[config.mk]
export PLATFORM = sky130hd
export DESIGN_NAME = round_robin_egress_arbiter_core
export DESIGN_NICKNAME = d
export VERILOG_FILES = /design/src/sv/rrea_pkg.sv /design/src/sv/rrea_pick.sv /design/src/sv/round_robin_egress_arbiter_core.sv
export SDC_FILE = /design/constraint.sdc
export NUM_CORES = 1
export LEC_CHECK = 0
export ABC_AREA = 1
export BUFFER_PORTS_ARGS = -buffer_cell sky130_fd_sc_hd__buf_2
export CAP_MARGIN = 20
export CORE_ASPECT_RATIO = 1.2
export CORE_MARGIN = 10
export CORE_UTILIZATION = 33
export CTS_CLUSTER_DIAMETER = 60
export DETAILED_ROUTE_END_ITERATION = 8
export PLACE_DENSITY_LB_ADDON = 0.05
export SETUP_SLACK_MARGIN = 0.05
export SLEW_MARGIN = 10
export SYNTH_ARGS = -nofsm -noshare
export SYNTH_HDL_FRONTEND = slang
export SYNTH_SLANG_ARGS = --single-unit
export TNS_END_PERCENT = 50
[constraint.sdc]
create_clock -name clk -period 7.3 [get_ports clk]
set_input_delay 1.095 -clock clk [delete_from_list [all_inputs] [get_ports clk]]
set_output_delay 1.095 -clock clk [all_outputs]
set_load 0.01 [all_outputs]
[src/sv/rrea_pkg.sv]
// shared types and constants for the round robin egress arbiter
// no dependencies; imported by rrea_pick and round_robin_egress_arbiter_core
package rrea_pkg;

    localparam int MASK_W      = 8;
    localparam int QUEUE_W     = 3;
    localparam int MAX_QUEUES  = 8;
    localparam int KIND_W      = 2;
    localparam int SIZE_W      = 14;
    localparam int COUNT_W     = 25;
    localparam int BYTES_W     = 15;
    localparam int TPB_W       = 11;
    localparam int QCOUNT_W    = 4;
    localparam int BYTE_CFG_W  = 8;
    localparam int CFG_INDEX_W = 3;
    localparam int CFG_DATA_W  = 11;

    localparam logic [TPB_W-1:0] TPB_MAX = TPB_W'(1024);

    // item kinds
    localparam logic [KIND_W-1:0] KIND_LEVEL_RESP   = 2'd0;
    localparam logic [KIND_W-1:0] KIND_LEVEL_UPDATE = 2'd1;
    localparam logic [KIND_W-1:0] KIND_FRAME        = 2'd2;
    localparam logic [KIND_W-1:0] KIND_TICK         = 2'd3;

    // register indexes
    localparam logic [CFG_INDEX_W-1:0] CFG_ACTIVE_QUEUES  = 3'd0;
    localparam logic [CFG_INDEX_W-1:0] CFG_OVERHEAD_BYTES = 3'd1;
    localparam logic [CFG_INDEX_W-1:0] CFG_GAP_BYTES      = 3'd2;
    localparam logic [CFG_INDEX_W-1:0] CFG_TICKS_PER_BYTE = 3'd3;

    // register reset values
    localparam logic [QCOUNT_W-1:0]   ACTIVE_QUEUES_RST  = 4'd8;
    localparam logic [BYTE_CFG_W-1:0] OVERHEAD_BYTES_RST = 8'd8;
    localparam logic [BYTE_CFG_W-1:0] GAP_BYTES_RST      = 8'd12;
    localparam logic [TPB_W-1:0]      TICKS_PER_BYTE_RST = 11'd8;
    localparam logic [QUEUE_W-1:0]    LAST_WINNER_RST    = 3'd7;

    typedef struct packed {
        logic               hit;
        logic [QUEUE_W-1:0] queue;
    } pick_t;

endpackage

[src/sv/rrea_pick.sv]
// round robin queue pick over the active part of the non-empty mask
// depends on rrea_pkg
module rrea_pick (
    input  logic [rrea_pkg::MASK_W-1:0]   req,
    input  logic [rrea_pkg::QUEUE_W-1:0]  last_winner,
    input  logic [rrea_pkg::QCOUNT_W-1:0] active_queues,
    output rrea_pkg::pick_t               pick
);
    import rrea_pkg::*;

    logic [QCOUNT_W-1:0] queue_cnt;
    logic [QCOUNT_W-1:0] start_plus;
    logic [QUEUE_W-1:0]  start;
    logic [MASK_W-1:0]   req_act;
    logic [MASK_W-1:0]   req_hi;
    logic                hi_hit;
    logic [QUEUE_W-1:0]  hi_idx;
    logic                any_hit;
    logic [QUEUE_W-1:0]  any_idx;

    always_comb
    begin
        queue_cnt = active_queues;
        if (queue_cnt < QCOUNT_W'(1))
        begin
            queue_cnt = QCOUNT_W'(1);
        end
        if (queue_cnt > QCOUNT_W'(MAX_QUEUES))
        begin
            queue_cnt = QCOUNT_W'(MAX_QUEUES);
        end
        if (queue_cnt > QCOUNT_W'(MASK_W))
        begin
            queue_cnt = QCOUNT_W'(MASK_W);
        end

        start_plus = QCOUNT_W'(last_winner) + QCOUNT_W'(1);
        start      = (start_plus >= queue_cnt) ? '0 : start_plus[QUEUE_W-1:0];

        // drop queues beyond the active count, then split at the start point
        for (int i = 0; i < MASK_W; i++)
        begin
            req_act[i] = req[i] && (QCOUNT_W'(i) < queue_cnt);
            req_hi[i]  = req_act[i] && (QUEUE_W'(i) >= start);
        end

        hi_hit  = 1'b0;
        hi_idx  = '0;
        any_hit = 1'b0;
        any_idx = '0;
        for (int i = MASK_W - 1; i >= 0; i--)
        begin
            if (req_hi[i])
            begin
                hi_hit = 1'b1;
                hi_idx = QUEUE_W'(i);
            end
            if (req_act[i])
            begin
                any_hit = 1'b1;
                any_idx = QUEUE_W'(i);
            end
        end

        // wrap to the lowest active request when nothing at or above start
        pick.hit   = any_hit;
        pick.queue = hi_hit ? hi_idx : any_idx;
    end

endmodule

[src/sv/round_robin_egress_arbiter_core.sv]
// Round robin egress arbiter core: takes one item per clock while in_stall
// is low and returns one result per item, registered, in the cycle after
// the input transfer. The arbitration pick, the frame-time multiply and the
// countdown step are all combinational between the state registers and the
// result register, which takes a new item in the same cycle that its
// previous result is taken; in_stall rises only when it is full and stalled.
// Depends on rrea_pkg and rrea_pick.
module round_robin_egress_arbiter_core (
    input  logic                             clk,
    input  logic                             rst_n,
    // configuration writes
    input  logic                             cfg_valid,
    output logic                             cfg_ready,
    input  logic [rrea_pkg::CFG_INDEX_W-1:0] cfg_index,
    input  logic [rrea_pkg::CFG_DATA_W-1:0]  cfg_data,
    // input items
    input  logic                             in_valid,
    output logic                             in_stall,
    input  logic [rrea_pkg::KIND_W-1:0]      kind,
    input  logic [rrea_pkg::MASK_W-1:0]      queue_nonempty,
    input  logic [rrea_pkg::SIZE_W-1:0]      frame_size,
    // results
    output logic                             out_valid,
    input  logic                             out_stall,
    output logic                             grant_valid,
    output logic [rrea_pkg::QUEUE_W-1:0]     grant_queue,
    output logic                             frame_release,
    output logic                             level_request,
    output logic                             busy_now
);
    import rrea_pkg::*;

    logic [QCOUNT_W-1:0]   active_queues_reg;
    logic [BYTE_CFG_W-1:0] overhead_bytes_reg;
    logic [BYTE_CFG_W-1:0] gap_bytes_reg;
    logic [TPB_W-1:0]      ticks_per_byte_reg;

    logic [QUEUE_W-1:0]    last_winner_reg, last_winner_next;
    logic                  busy_reg, busy_next;
    logic                  waiting_reg, waiting_next;
    logic [COUNT_W-1:0]    countdown_reg, countdown_next;

    logic                  out_valid_reg, out_valid_next;
    logic                  grant_valid_reg, grant_valid_next;
    logic [QUEUE_W-1:0]    grant_queue_reg, grant_queue_next;
    logic                  release_reg, release_next;

    logic                  in_fire;
    pick_t                 pick;
    logic [TPB_W-1:0]      tpb;
    logic [BYTES_W-1:0]    byte_sum;
    logic [BYTES_W+TPB_W-1:0] frame_ticks;

    assign cfg_ready = 1'b1;
    assign in_stall  = out_valid_reg && out_stall;
    assign in_fire   = in_valid && !in_stall;

    rrea_pick u_pick (
        .req           (queue_nonempty),
        .last_winner   (last_winner_reg),
        .active_queues (active_queues_reg),
        .pick          (pick)
    );

    always_comb
    begin
        tpb = ticks_per_byte_reg;
        if (tpb < TPB_W'(1))
        begin
            tpb = TPB_W'(1);
        end
        if (tpb > TPB_MAX)
        begin
            tpb = TPB_MAX;
        end
        byte_sum = BYTES_W'(frame_size) + BYTES_W'(overhead_bytes_reg)
                 + BYTES_W'(gap_bytes_reg);
        frame_ticks = (BYTES_W+TPB_W)'(byte_sum) * (BYTES_W+TPB_W)'(tpb);
    end

    always_comb
    begin
        last_winner_next = last_winner_reg;
        busy_next        = busy_reg;
        waiting_next     = waiting_reg;
        countdown_next   = countdown_reg;
        grant_valid_next = 1'b0;
        grant_queue_next = '0;
        release_next     = 1'b0;

        case (kind)
            KIND_LEVEL_RESP, KIND_LEVEL_UPDATE:
            begin
                if ((kind == KIND_LEVEL_RESP || !busy_reg) && pick.hit)
                begin
                    last_winner_next = pick.queue;
                    busy_next        = 1'b1;
                    grant_valid_next = 1'b1;
                    grant_queue_next = pick.queue;
                end
            end
            KIND_FRAME:
            begin
                // a newer frame simply reloads the timer
                countdown_next = frame_ticks[COUNT_W-1:0];
                waiting_next   = 1'b1;
                busy_next      = 1'b1;
            end
            KIND_TICK:
            begin
                if (waiting_reg)
                begin
                    if (countdown_reg <= COUNT_W'(1))
                    begin
                        countdown_next = '0;
                        waiting_next   = 1'b0;
                        busy_next      = 1'b0;
                        release_next   = 1'b1;
                    end
                    else
                    begin
                        countdown_next = countdown_reg - COUNT_W'(1);
                    end
                end
            end
            default:
            begin
                countdown_next = countdown_reg;
            end
        endcase
    end

    always_comb
    begin
        if (in_fire)
        begin
            out_valid_next = 1'b1;
        end
        else if (out_stall)
        begin
            out_valid_next = out_valid_reg;
        end
        else
        begin
            out_valid_next = 1'b0;
        end
    end

    // configuration registers
    always_ff @(posedge clk or negedge rst_n)
    begin
        if (!rst_n)
        begin
            active_queues_reg  <= ACTIVE_QUEUES_RST;
            overhead_bytes_reg <= OVERHEAD_BYTES_RST;
            gap_bytes_reg      <= GAP_BYTES_RST;
            ticks_per_byte_reg <= TICKS_PER_BYTE_RST;
        end
        else if (cfg_valid && cfg_ready)
        begin
            case (cfg_index)
                CFG_ACTIVE_QUEUES:  active_queues_reg  <= cfg_data[QCOUNT_W-1:0];
                CFG_OVERHEAD_BYTES: overhead_bytes_reg <= cfg_data[BYTE_CFG_W-1:0];
                CFG_GAP_BYTES:      gap_bytes_reg      <= cfg_data[BYTE_CFG_W-1:0];
                CFG_TICKS_PER_BYTE: ticks_per_byte_reg <= cfg_data[TPB_W-1:0];
                default:
                begin
                    active_queues_reg <= active_queues_reg;
                end
            endcase
        end
    end

    // arbiter and timer state
    always_ff @(posedge clk or negedge rst_n)
    begin
        if (!rst_n)
        begin
            last_winner_reg <= LAST_WINNER_RST;
            busy_reg        <= 1'b0;
            waiting_reg     <= 1'b0;
            countdown_reg   <= '0;
        end
        else if (in_fire)
        begin
            last_winner_reg <= last_winner_next;
            busy_reg        <= busy_next;
            waiting_reg     <= waiting_next;
            countdown_reg   <= countdown_next;
        end
    end

    always_ff @(posedge clk or negedge rst_n)
    begin
        if (!rst_n)
        begin
            out_valid_reg <= 1'b0;
        end
        else
        begin
            out_valid_reg <= out_valid_next;
        end
    end

    // result payload, loaded on each input transfer
    always_ff @(posedge clk)
    begin
        if (in_fire)
        begin
            grant_valid_reg <= grant_valid_next;
            grant_queue_reg <= grant_queue_next;
            release_reg     <= release_next;
        end
    end

    logic busy_out_reg;
    always_ff @(posedge clk)
    begin
        if (in_fire)
        begin
            busy_out_reg <= busy_next;
        end
    end

    assign out_valid     = out_valid_reg;
    assign grant_valid   = grant_valid_reg;
    assign grant_queue   = grant_queue_reg;
    assign frame_release = release_reg;
    assign level_request = release_reg;
    assign busy_now      = busy_out_reg;

endmodule
# --- Yosys cells after proc, flatten, opt, wreduce, memory -nomap -nowiden ---
# Index checks and enable logic that the tools add are counted.
totals:
  register_bits: 68
  inputBits: 43
  out_inout_bits: 10
  word_cells: 137
op_classes:
  addsub: 4
  n_mul: 1
  order_cmp: 23
  n_eq_ne: 8
  muxes: 53
  reduce_logical: 35
ops:
  columns: ["op", "count"]
  rows:
  - ["$mux 3", 18]
  - ["$mux 25", 2]
  - ["$pmux 25 s2", 1]
  - ["$le 25x1->1 const B", 1]
  - ["$mul 15x11->25", 1]
  - ["$mux 1", 25]
  - ["$sub 25x1->25 const B", 1]
  - ["$mux 11", 2]
  - ["$logic_and 1x1->1", 19]
  - ["$lt 3x4->1 const A", 4]
  - ["$add 14x8->15", 1]
  - ["$add 15x8->15", 1]
  - ["$reduce_and 2->1", 7]
  - ["$ge 3x3->1 const A", 4]
  - ["$mux 4", 3]
  - ["$gt 11x11->1 const B", 1]
  - ["$lt 11x1->1 const B", 1]
  - ["$gt 4x4->1 const B", 2]
  - ["$lt 1x4->1 const A", 2]
  - ["$lt 2x4->1 const A", 2]
  - ["$eq 3x2->1 const B", 2]
  - ["$ge 1x3->1 const A", 2]
  - ["$ge 2x3->1 const A", 2]
  - ["$reduce_and 3->1", 2]
  - ["16 further kinds", 18]

# --- Depth between registers and ports, before layout ---
# Gate-level depths: netlist (run 1).
depth:
  depth_word: 19
  ltp_mapped: 35

# --- By module ---
# From an unflattened synthesis (run 1), not the netlist that was laid out.
unflattened:
  hier_cells: 1403
  area_unflattened_um2: 10302.4
modules_own_cells:
  columns: ["module", "instances", "cells_per_inst", "area_per_inst_um2", "seq_area_each_um2"]
  rows:
  - ["round_robin_egress_arbiter_core", 1, 1299, 9733.1, 1741.7]
  - ["rrea_pick", 1, 104, 569.3, 0.0]

# --- Least setup slack after synthesis (run 1) ---
# Ideal clock, no wire load.
synth_path:
  path_type: "input -> register"
  start: "input port frame_size[3] (netlist bit)"
  end: "register countdown_reg[21]"
  setup_ns: 0.077
  arrival_ns: 7.156
  setup_slack_ns: 0.067
  stages: 34
  path_buffers: 0
  cell_sequence: "fa_1 ha_1 a21o_1 inv_1 nand2_2 nand3_2 and2_4 o21ai_4 a21boi_4 nor2_4 xnor2_2 inv_2 nand2_1 fa_1 inv_1 fa_1 inv_1 fa_1 inv_1 fa_1 inv_1 fa_1 inv_1 ha_1 nand2_1 nor2_1 nand2_1 o21ai_0 nand3_1 nand2_1 nand2_1 nand3b_1 nand3_1 a21oi_1"
synth_between:
  elab_chain_len: 4
synth_rtl:
  columns: ["element", "line", "text"]
  rows:
  - ["start: declaration", "round_robin_egress_arbiter_core.sv:21", "input logic [rrea_pkg::SIZE_W-1:0] frame_size,"]
  - ["$add 14x8->15", "round_robin_egress_arbiter_core.sv:76", "byte_sum = BYTES_W'(frame_size) + BYTES_W'(overhead_bytes_reg)"]
  - ["$add 15x8->15", "round_robin_egress_arbiter_core.sv:77", "+ BYTES_W'(gap_bytes_reg);"]
  - ["$mul 15x11->25", "round_robin_egress_arbiter_core.sv:78", "frame_ticks = (BYTES_W+TPB_W)'(byte_sum) * (BYTES_W+TPB_W)'(tpb);"]
  - ["$pmux 25 s2", "round_robin_egress_arbiter_core.sv:91", "case (kind)"]
  - ["end signal: assignment", "round_robin_egress_arbiter_core.sv:189", "countdown_reg <= countdown_next;"]
  - ["end: declaration", "round_robin_egress_arbiter_core.sv:41", "logic [COUNT_W-1:0] countdown_reg, countdown_next;"]
# No other way between the ends.
# A chain may end at the register's enable or synchronous reset.

# --- Final worst setup path (run 1) ---
layout_path:
  start: "input port frame_size[3] (netlist bit)"
  end: "register countdown_reg[20]"
# Same word-level chain as after synthesis.

==> run_results.csv, run 1 <==
group,metric,value,unit
drt,drt_iter0_drc,416,
critical_path,worstPathRequired,7.58,ns
synth,ys_ff_latch,68,
drt,drc,0,
grt,global_route.usage.met2,0.283,
final_layout,drive_gt1_frac,0.240,
placed_design,io_buffers,51,
drt,dr.pass1.iters,4,
timing,setup_violations,0,
grt,gr-total-overflow,0,
placed_design,post-dp-hpwl,24100,um
critical_path,crit_path_end_kind,"flop",
grt,use_met3,0.0220,
floorplan,io_pins,53,
final_layout,multi_input_comb_area,7560,sq um
cts,clkSinkCount,68,
synth,syn_nets,1522,
synth,synth_cell_types,54,
synth,yosysWarnings,0,
critical_path,slowest_stage,"fa_2",
grt,grt_max_degree,63,
floorplan,dieArea,37000,sq um
synth,syn_area,9790,sq um
final_layout,largest_register_ffs,25,
final_layout,layout.cells.non_filler,1834,
critical_path,cp_num_buf_inv,9,
placed_design,place_inst,1806,
drt,routed_wl,28600,um
final_layout,seqCellArea,1740,sq um
timing,slew_headroom,0.407,
synth,yosys.area.top_type,"fa_1",
grt,grt_first_pass_wirelength,48200,um
placed_design,routabilityCongestion,0.828,
synth,async_reset_ff_frac,0.912,
drt,viasPerCell,4.64,
drt,postRouteAntennaNets,0,
grt,grtUsageMet1,0.204,
critical_path,crit_path_max_incr_delay,0.57,ns
synth,synthTopCellsByArea,"fa_1, dfrtp_1, nand2_1",
hold_path,worstHoldPathType,"reg2reg",
synth,avgSynthCellArea,7.66,sq um
timing,tightest_slew,0.890,ns
critical_path,critPathArrivalTime,7.31,ns
cts,cts_made_buffers,9,
drt,route.vias.total,8506,
critical_path,crit_type,"in2reg",
timing,clock.fmax,142,MHz
timing,finClkSkew,0.0106,ns
final_layout,fillCellCount,3084,
floorplan,start_util,0.333,
synth,synth_flop_cell,"dfrtp_1",
grt,busiest_layer,"met2",
critical_path,rrSetupSlack,0.63,ns
grt,grtUsageTotal,0.162,
cts,hold_buffers,0,
floorplan,core_region_area,29400,sq um
critical_path,cp-start-kind,"input pin",
outcome,status,"finished, final reports clean",
cts,clockBufferDepth,2,
cts,cts_tree,"yes",
floorplan,die_w,177,um
drt,wl_per_cell,15.6,um
cts,ctsHtreeMaxLevel,3,
grt,antenna_found_initial,0,
final_layout,nets,1682,
critical_path,crit_fanout,5,
timing,hold_viol,0,
synth,synthCells,1279,
synth,synth-edff-count,6,
cts,cts.clk_slew.worst_paths,0.06,ns
synth,post-synth-top-area-fraction,0.254,
floorplan,rows,69,
synth,yosysSeqAreaShare,0.178,
cts,clock_latency,0.35,ns
critical_path,cp_top_family,"adder cells",
cts,cts-root-buf,"clkbuf_16",
floorplan,die_h,209,um
final_layout,syn_to_final_growth,25.3,%
final_layout,n_antenna_cell,0,
timing,period_share,0.963,
timing,finalMaxSlewViolations,0,
timing,post-route-min-period,7.03,ns
timing,rsz0062_at_grt,"true",
flow_run,max-cap-violations,0,
grt,grt_pass1_vias,9294,
metal layers:
metal  up-vias  wire, um  share of wire
li1       4274         -              -
met1      4125     12800           0.45
met2        91     14700           0.51
met3        16       634          0.022
met4         0       494          0.017
met5         -         0              0
cell usage after synthesis (2+ instances only):
cell,count
xor2_1,20
o21ai_2,3
o211ai_1,3
clkinv_1,4
inv_2,11
edfxtp_1,6
a21oi_1,62
clkbuf_1,12
inv_1,241
nor2_2,4
nor3_2,3
ha_1,76
or2_1,2
o21ai_0,62
dfstp_2,8
nor2_1,157
o21bai_1,6
nor3_4,2
buf_2,4
nor2_4,2
nand2_2,8
dfrtp_1,54
or2_2,10
a22oi_1,6
a21o_1,3
nor4_1,7
nand2_1,273
nand4_1,9
nor3_1,6
o21ai_1,3
buf_4,3
xnor2_1,12
fa_1,124
a31oi_1,10
nand3b_1,2
nand3_1,43
worst paths after layout:
kind	start	end	cells past startpoint
worst min register to register	last_winner_reg[1]	last_winner_reg[1]	2
worst max-delay path	frame_size[3]	countdown_reg[20]	32
max in group asynchronous	rst_n	overhead_bytes_reg[0]	2
worst max register to register	overhead_bytes_reg[3]	countdown_reg[20]	31
min in group asynchronous	rst_n	countdown_reg[21]	2
worst min-delay path	last_winner_reg[1]	last_winner_reg[1]	2
what timing repair did:
item | 4_1_cts | 5_1_grt
pin swaps | 10 | 91
setup endpoints to repair | 12 | 15
resized for setup | 21 | 123
setup buffers | 1 | 11
cells in the final DEF, fill, tap and decap left out, types with 15 or more instances in the layout:
| master | Yosys | final |
|---|---|---|
| fa_1 | 124 | 116 |
| xor2_1 | 20 | 18 |
| inv_2 | 11 | 18 |
| inv_1 | 241 | 232 |
| nand2_1 | 273 | 250 |
| o21ai_0 | 62 | 51 |
| ha_1 | 76 | 62 |
| a21oi_1 | 62 | 45 |
| buf_2 | 4 | 50 |
| buf_4 | 3 | 113 |
| nand3_1 | 43 | 38 |
| nand2_2 | 8 | 24 |
| dfrtp_1 | 54 | 54 |
| nor2_1 | 157 | 147 |
| a21oi_2 | 1 | 15 |
layout make-up:
class	count	share of cell area
clock buffers	9	0.0184
inverters	256	0.0787
repair buffers	169	0.0950
flip-flops and latches	68	0.142
clock inverters	7	0.00979
well taps	390	0.0398
multi-input cells	935	0.616
metrics by stage:
stage               instance area (sq um)  hold WS, ns  setup TNS (ns)  worst slack, ns   util
finish                              12300        0.483               0            0.270  0.417
global route                        12300        0.508         -0.0777          -0.0410  0.417
CTS                                 11700        0.486               0           0.0548  0.397
detailed placement                  11200        0.478           -5.57           -0.533  0.382
global placement                    11200        0.475           -6.42           -0.565  0.382
floorplan                            9790        0.453               0           0.0669      -
kinds of logic after synthesis:
kind of cell / synth area share
adder cells (fa/ha/maj): 0.351
AND/OR/NAND/NOR: 0.230
XOR/XNOR: 0.0348
AO/OA/AOI/OAI: 0.0984
buffers and inverters: 0.108
flip-flops: 0.178
other: 0.000383
worst register-to-register path: cells and delay by family, from the launching register on:
family | cells | cell delay, ns
fa+ha+maj | 8 | 3.60
simple gates | 8 | 0.79
compound gates | 6 | 0.76
buf+inv | 8 | 0.74
flops | 1 | 0.54
xor+xnor | 1 | 0.19
Power of run 1 is left out: the tool's default activity adds up to more than one toggle a clock period on the data nets, which glitch-free logic cannot reach.
==> run 2: changes to the inputs <==
--- a/config.mk
+++ b/config.mk
@@ -13,6 +13,8 @@
 export CORE_UTILIZATION = 33
 export CTS_CLUSTER_DIAMETER = 60
 export DETAILED_ROUTE_END_ITERATION = 8
+export GPL_TIMING_DRIVEN = 0
+export MAX_ROUTING_LAYER = met4
 export PLACE_DENSITY_LB_ADDON = 0.05
 export SETUP_SLACK_MARGIN = 0.05
 export SLEW_MARGIN = 10
==> run_results.csv, run 2 (synthesized netlist as in run 1, its figures left out) <==
group,metric,value,unit
floorplan,start_util,0.333,
floorplan,die_h,209,um
drt,wl_met3,567,um
grt,gr-total-overflow,0,
grt,grtUsageTotal,0.170,
timing,slew_headroom,0.356,
placed_design,routabilityCongestion,0.853,
drt,met1Wirelength,13200,um
timing,finalMaxSlewViolations,0,
timing,period_share,0.977,
critical_path,crit_path_max_incr_delay,0.54,ns
floorplan,rows,69,
cts,cts_made_buffers,9,
floorplan,io_pins,53,
drt,wl_met2,15200,um
drt,drt_iter0_drc,305,
final_layout,multi_input_comb_area,7810,sq um
final_layout,final_cell_mix,"nand2_1, inv_1, nor2_1",
timing,tns,0,ns
cts,clkSinkCount,68,
timing,finClkSkew,0.0117,ns
critical_path,crit_fanout,6,
final_layout,fillCellCount,3049,
drt,route.vias.total,8419,
final_layout,largest_register_ffs,25,
timing,setup_violations,0,
drt,postRouteAntennaNets,0,
final_layout,n_antenna_cell,0,
placed_design,placed_area,10600,sq um
cts,ctsHtreeMaxLevel,3,
floorplan,die_w,177,um
timing,rsz0062_at_grt,"true",
critical_path,critPathArrivalTime,7.43,ns
drt,wl_per_cell,16.6,um
flow_run,max-cap-violations,0,
outcome,status,"finished, final reports clean",
grt,antenna_found_initial,0,
placed_design,io_buffers,51,
final_layout,final_area,12100,sq um
final_layout,final_common_cell,"nand2_1",
critical_path,cp_num_buf_inv,8,
final_layout,drive_gt1_frac,0.219,
drt,routed_wl,29600,um
grt,grt_pass1_vias,9118,
drt,drc,0,
floorplan,dieArea,37000,sq um
floorplan,core_region_area,29400,sq um
timing,holdWs,0.485,ns
final_layout,nets,1631,
critical_path,slowest_stage,"fa_1",
critical_path,worstPathRequired,7.60,ns
timing,post-route-min-period,7.14,ns
final_layout,seqCellArea,1740,sq um
grt,grt_max_degree,50,
cts,clockBufferDepth,2,
critical_path,crit_type,"in2reg",
placed_design,post-dp-hpwl,24100,um
cts,cts.clk_slew.worst_paths,0.06,ns
critical_path,cp_top_family,"adder cells",
drt,viasPerCell,4.72,
critical_path,cp-start-kind,"input pin",
cts,clock_latency,0.36,ns
drt,dr.max_layer_used,"met4",
timing,tightest_slew,0.963,ns
critical_path,worst_path_most_repeated_cell,"fa_1",
timing,hold_viol,0,
cts,cts_tree,"yes",
critical_path,crit_path_end_kind,"flop",
drt,dr.pass1.iters,5,
final_layout,syn_to_final_growth,23.7,%
timing,clock.fmax,140,MHz
hold_path,worstHoldPathType,"reg2reg",
cts,cts-root-buf,"clkbuf_16",
grt,grt_first_pass_wirelength,48600,um
[run 2: path summary, 6_finish.rpt]
check,startpoint,endpoint,slack (ns),cells after the start
min reg2reg,last_winner_reg[1],last_winner_reg[1],0.48,2
max,frame_size[0],countdown_reg[18],0.16,33
min in group asynchronous,rst_n,countdown_reg[20],0.61,1
max in group asynchronous,rst_n,gap_bytes_reg[2],6.09,2
max reg2reg,gap_bytes_reg[3],countdown_reg[18],0.51,32
min,last_winner_reg[1],last_winner_reg[1],0.48,2
[run 2: metal layers]
layer  track usage  vias up
li1              -     4169
met1         0.206     4128
met2         0.292       92
met3        0.0179       30
met4        0.0524        0
met5             -        -
[run 2: stage by stage]
stage / worst slack (ns) / util / std cells
2_1_floorplan: 0.0669 / - / 1279
3_3_place_gp: -1.11 / 0.358 / 1720
3_5_place_dp: -1.10 / 0.359 / 1721
4_1_cts: 0.0569 / 0.391 / 1767
5_1_grt: -0.153 / 0.411 / 1783
6_report: 0.164 / 0.411 / 1783
[run 2: area by class of cell]
class                   count  share of cell area
multi-input cells         935               0.645
flip-flops and latches     68               0.144
inverters                 256              0.0805
repair buffers             98              0.0579
well taps                 390              0.0403
clock buffers               9              0.0186
plain buffers              20             0.00764
clock inverters             7             0.00661
[run 2: tightest hold or removal path, cell delays in order (launching register included)]
cell	delay, ns
dfstp_2	0.38
nand2_1	0.06
nand2_1	0.05
[run 2: timing repair]
| item | 4_1_cts | 5_1_grt |
|---|---|---|
| hold buffers | 0 | 0 |
| hold endpoints to repair | 0 | 0 |
| setup buffers | 30 | 16 |
| pin swaps | 40 | 101 |
| endpoints found under the setup margin | 15 | 15 |
| gates resized for setup | 82 | 117 |
Power of run 2 is left out for the same reason.
==> run 3: changes to the inputs <==
--- a/config.mk
+++ b/config.mk
@@ -11,13 +11,13 @@
 export CORE_ASPECT_RATIO = 1.2
 export CORE_MARGIN = 10
 export CORE_UTILIZATION = 33
+export CTS_BUF_LIST = sky130_fd_sc_hd__clkbuf_16
 export CTS_CLUSTER_DIAMETER = 60
 export DETAILED_ROUTE_END_ITERATION = 8
 export GPL_TIMING_DRIVEN = 0
 export MAX_ROUTING_LAYER = met4
 export PLACE_DENSITY_LB_ADDON = 0.05
 export SETUP_SLACK_MARGIN = 0.05
-export SLEW_MARGIN = 10
 export SYNTH_ARGS = -nofsm -noshare
 export SYNTH_HDL_FRONTEND = slang
 export SYNTH_SLANG_ARGS = --single-unit
==> run_results.csv, run 3 (synthesized netlist as in run 1, its figures left out) <==
group,metric,value,unit
critical_path,r2r_start,"gap_bytes_reg[3]",
timing,setup_violations,0,
timing,clock.fmax,139,MHz
critical_path,worstPathRequired,7.59,ns
final_layout,nets,1645,
placed_design,routabilityCongestion,0.853,
timing,period_share,0.986,
floorplan,start_util,0.333,
cts,cts.clk_slew.worst_paths,0.06,ns
cts,ctsHtreeMaxLevel,3,
grt,grtUsageTotal,0.171,
critical_path,r2r_cells,31,
hold_path,worstHoldPathType,"reg2reg",
critical_path,cp_num_buf_inv,8,
critical_path,crit_path_max_incr_delay,0.57,ns
floorplan,rows,69,
final_layout,n_antenna_cell,0,
grt,gr-total-overflow,0,
cts,cts_tree,"yes",
timing,tightest_slew,0.925,ns
timing,tns,0,ns
grt,antenna_found_initial,0,
drt,drt_iter0_drc,429,
drt,route.vias.total,8527,
critical_path,crit_path_end_kind,"flop",
final_layout,multi_input_comb_area,7800,sq um
floorplan,core_region_area,29400,sq um
critical_path,critPathArrivalTime,7.49,ns
drt,dr.pass1.iters,5,
drt,wl_per_cell,16.5,um
final_layout,syn_to_final_growth,25.3,%
critical_path,critical_path_depth,34,
drt,routed_wl,29700,um
floorplan,die_h,209,um
final_layout,seqCellArea,1740,sq um
critical_path,crit_start,"frame_size[3]",
floorplan,dieArea,37000,sq um
cts,clockBufferDepth,2,
timing,finalMaxSlewViolations,0,
final_layout,fillCellCount,3056,
cts,clock_latency,0.36,ns
cts,hold_buffers,0,
drt,viasPerCell,4.75,
timing,finClkSkew,0.0125,ns
drt,drc,0,
placed_design,post-dp-hpwl,24000,um
flow_run,max-cap-violations,0,
placed_design,pre_cts_ws,-1.11,ns
grt,grt_first_pass_wirelength,48600,um
timing,setup_ws,0.105,ns
floorplan,die_w,177,um
cts,clkSinkCount,68,
final_layout,final_cell_mix,"nand2_1, inv_1, nor2_1",
timing,post-route-min-period,7.20,ns
critical_path,slowest_stage,"fa_2",
critical_path,crit_type,"in2reg",
placed_design,io_buffers,51,
critical_path,cp-start-kind,"input pin",
timing,hold_viol,0,
floorplan,io_pins,53,
critical_path,cp_top_family,"adder cells",
cts,cts-root-buf,"clkbuf_16",
drt,postRouteAntennaNets,0,
final_layout,final_common_cell,"nand2_1",
outcome,status,"finished, final reports clean",
timing,rsz0062_at_grt,"true",
critical_path,r2r_end,"countdown_reg[24]",
critical_path,worst_path_most_repeated_cell,"nand2_1",
grt,grt_pass1_vias,9075,
final_layout,largest_register_ffs,25,
cts,cts_made_buffers,9,
grt,grt_max_degree,63,
final_layout,drive_gt1_frac,0.234,
critical_path,crit_fanout,5,
critical_path,worstSetupEndpoint,"countdown_reg[18]",
timing,slew_headroom,0.381,
critical_path,rrSetupSlack,0.42,ns
-- run 3: changes by cell type in the layout (fill, tap and decap cells not counted), sizes merged --
cell,delta
buf,+14
clkinv,-1
clkbuf,+1
inv,-1
clkinvlp,+1
-- run 3: per-stage QoR --
step / hold slack [ns] / instances / util / area, sq um
final: 0.481 / 1797 / 0.417 / 12300
after global routing: 0.496 / 1797 / 0.417 / 12300
after CTS: 0.483 / 1767 / 0.395 / 11600
after detailed placement: 0.473 / 1721 / 0.359 / 10600
after global placement: 0.471 / 1720 / 0.358 / 10500
after floorplan: 0.453 / 1279 / - / 9790
-- run 3: final cells by class --
cell class | instances | share of cell area
multi-input cells | 935 | 0.636
flip-flops and latches | 68 | 0.142
inverters | 256 | 0.0802
repair buffers | 112 | 0.0684
well taps | 390 | 0.0398
clock buffers | 10 | 0.0204
plain buffers | 20 | 0.00755
clock inverters | 6 | 0.00602
-- run 3: worst min path at each step --
| stage | slack (ns) | startpoint | endpoint | cells after the start |
|---|---|---|---|---|
| 6_report | 0.48 | last_winner_reg[1] | last_winner_reg[1] | 2 |
| 2_1_floorplan | 0.45 | ticks_per_byte_reg[5] | ticks_per_byte_reg[5] | 2 |
| 5_1_grt | 0.50 | last_winner_reg[1] | last_winner_reg[1] | 2 |
| 3_3_place_gp | 0.47 | last_winner_reg[1] | last_winner_reg[1] | 2 |
| 4_1_cts | 0.48 | last_winner_reg[1] | last_winner_reg[1] | 2 |
| 3_5_place_dp | 0.47 | last_winner_reg[1] | last_winner_reg[1] | 2 |
-- run 3: metal layers --
layer | part of all wire | up-vias | global-route usage | wire length, um
met2 | 0.52 | 96 | 0.294 | 15400
met4 | 0.020 | 0 | 0.0475 | 605
li1 | - | 4197 | - | -
met1 | 0.44 | 4200 | 0.204 | 13000
met3 | 0.024 | 34 | 0.0231 | 700
met5 | 0 | - | - | 0
-- run 3: worst register-to-register path, delay by kind of cell (launching register included) --
family | cells | cell delay (ns)
and+or+nand+nor | 10 | 1.07
DFF | 1 | 0.56
AOI/OAI and AO/OA | 3 | 0.73
buffers and inverters | 10 | 0.74
adders and majority gates | 8 | 3.70
-- run 3: timing repair --
action                                  4_1_cts  5_1_grt
gates resized for setup                      96      116
endpoints found under the setup margin       15       17
endpoints found under the hold margin         0        0
buffers inserted                             30       30
pin swaps                                    49       94
Power of run 3 is left out for the same reason.
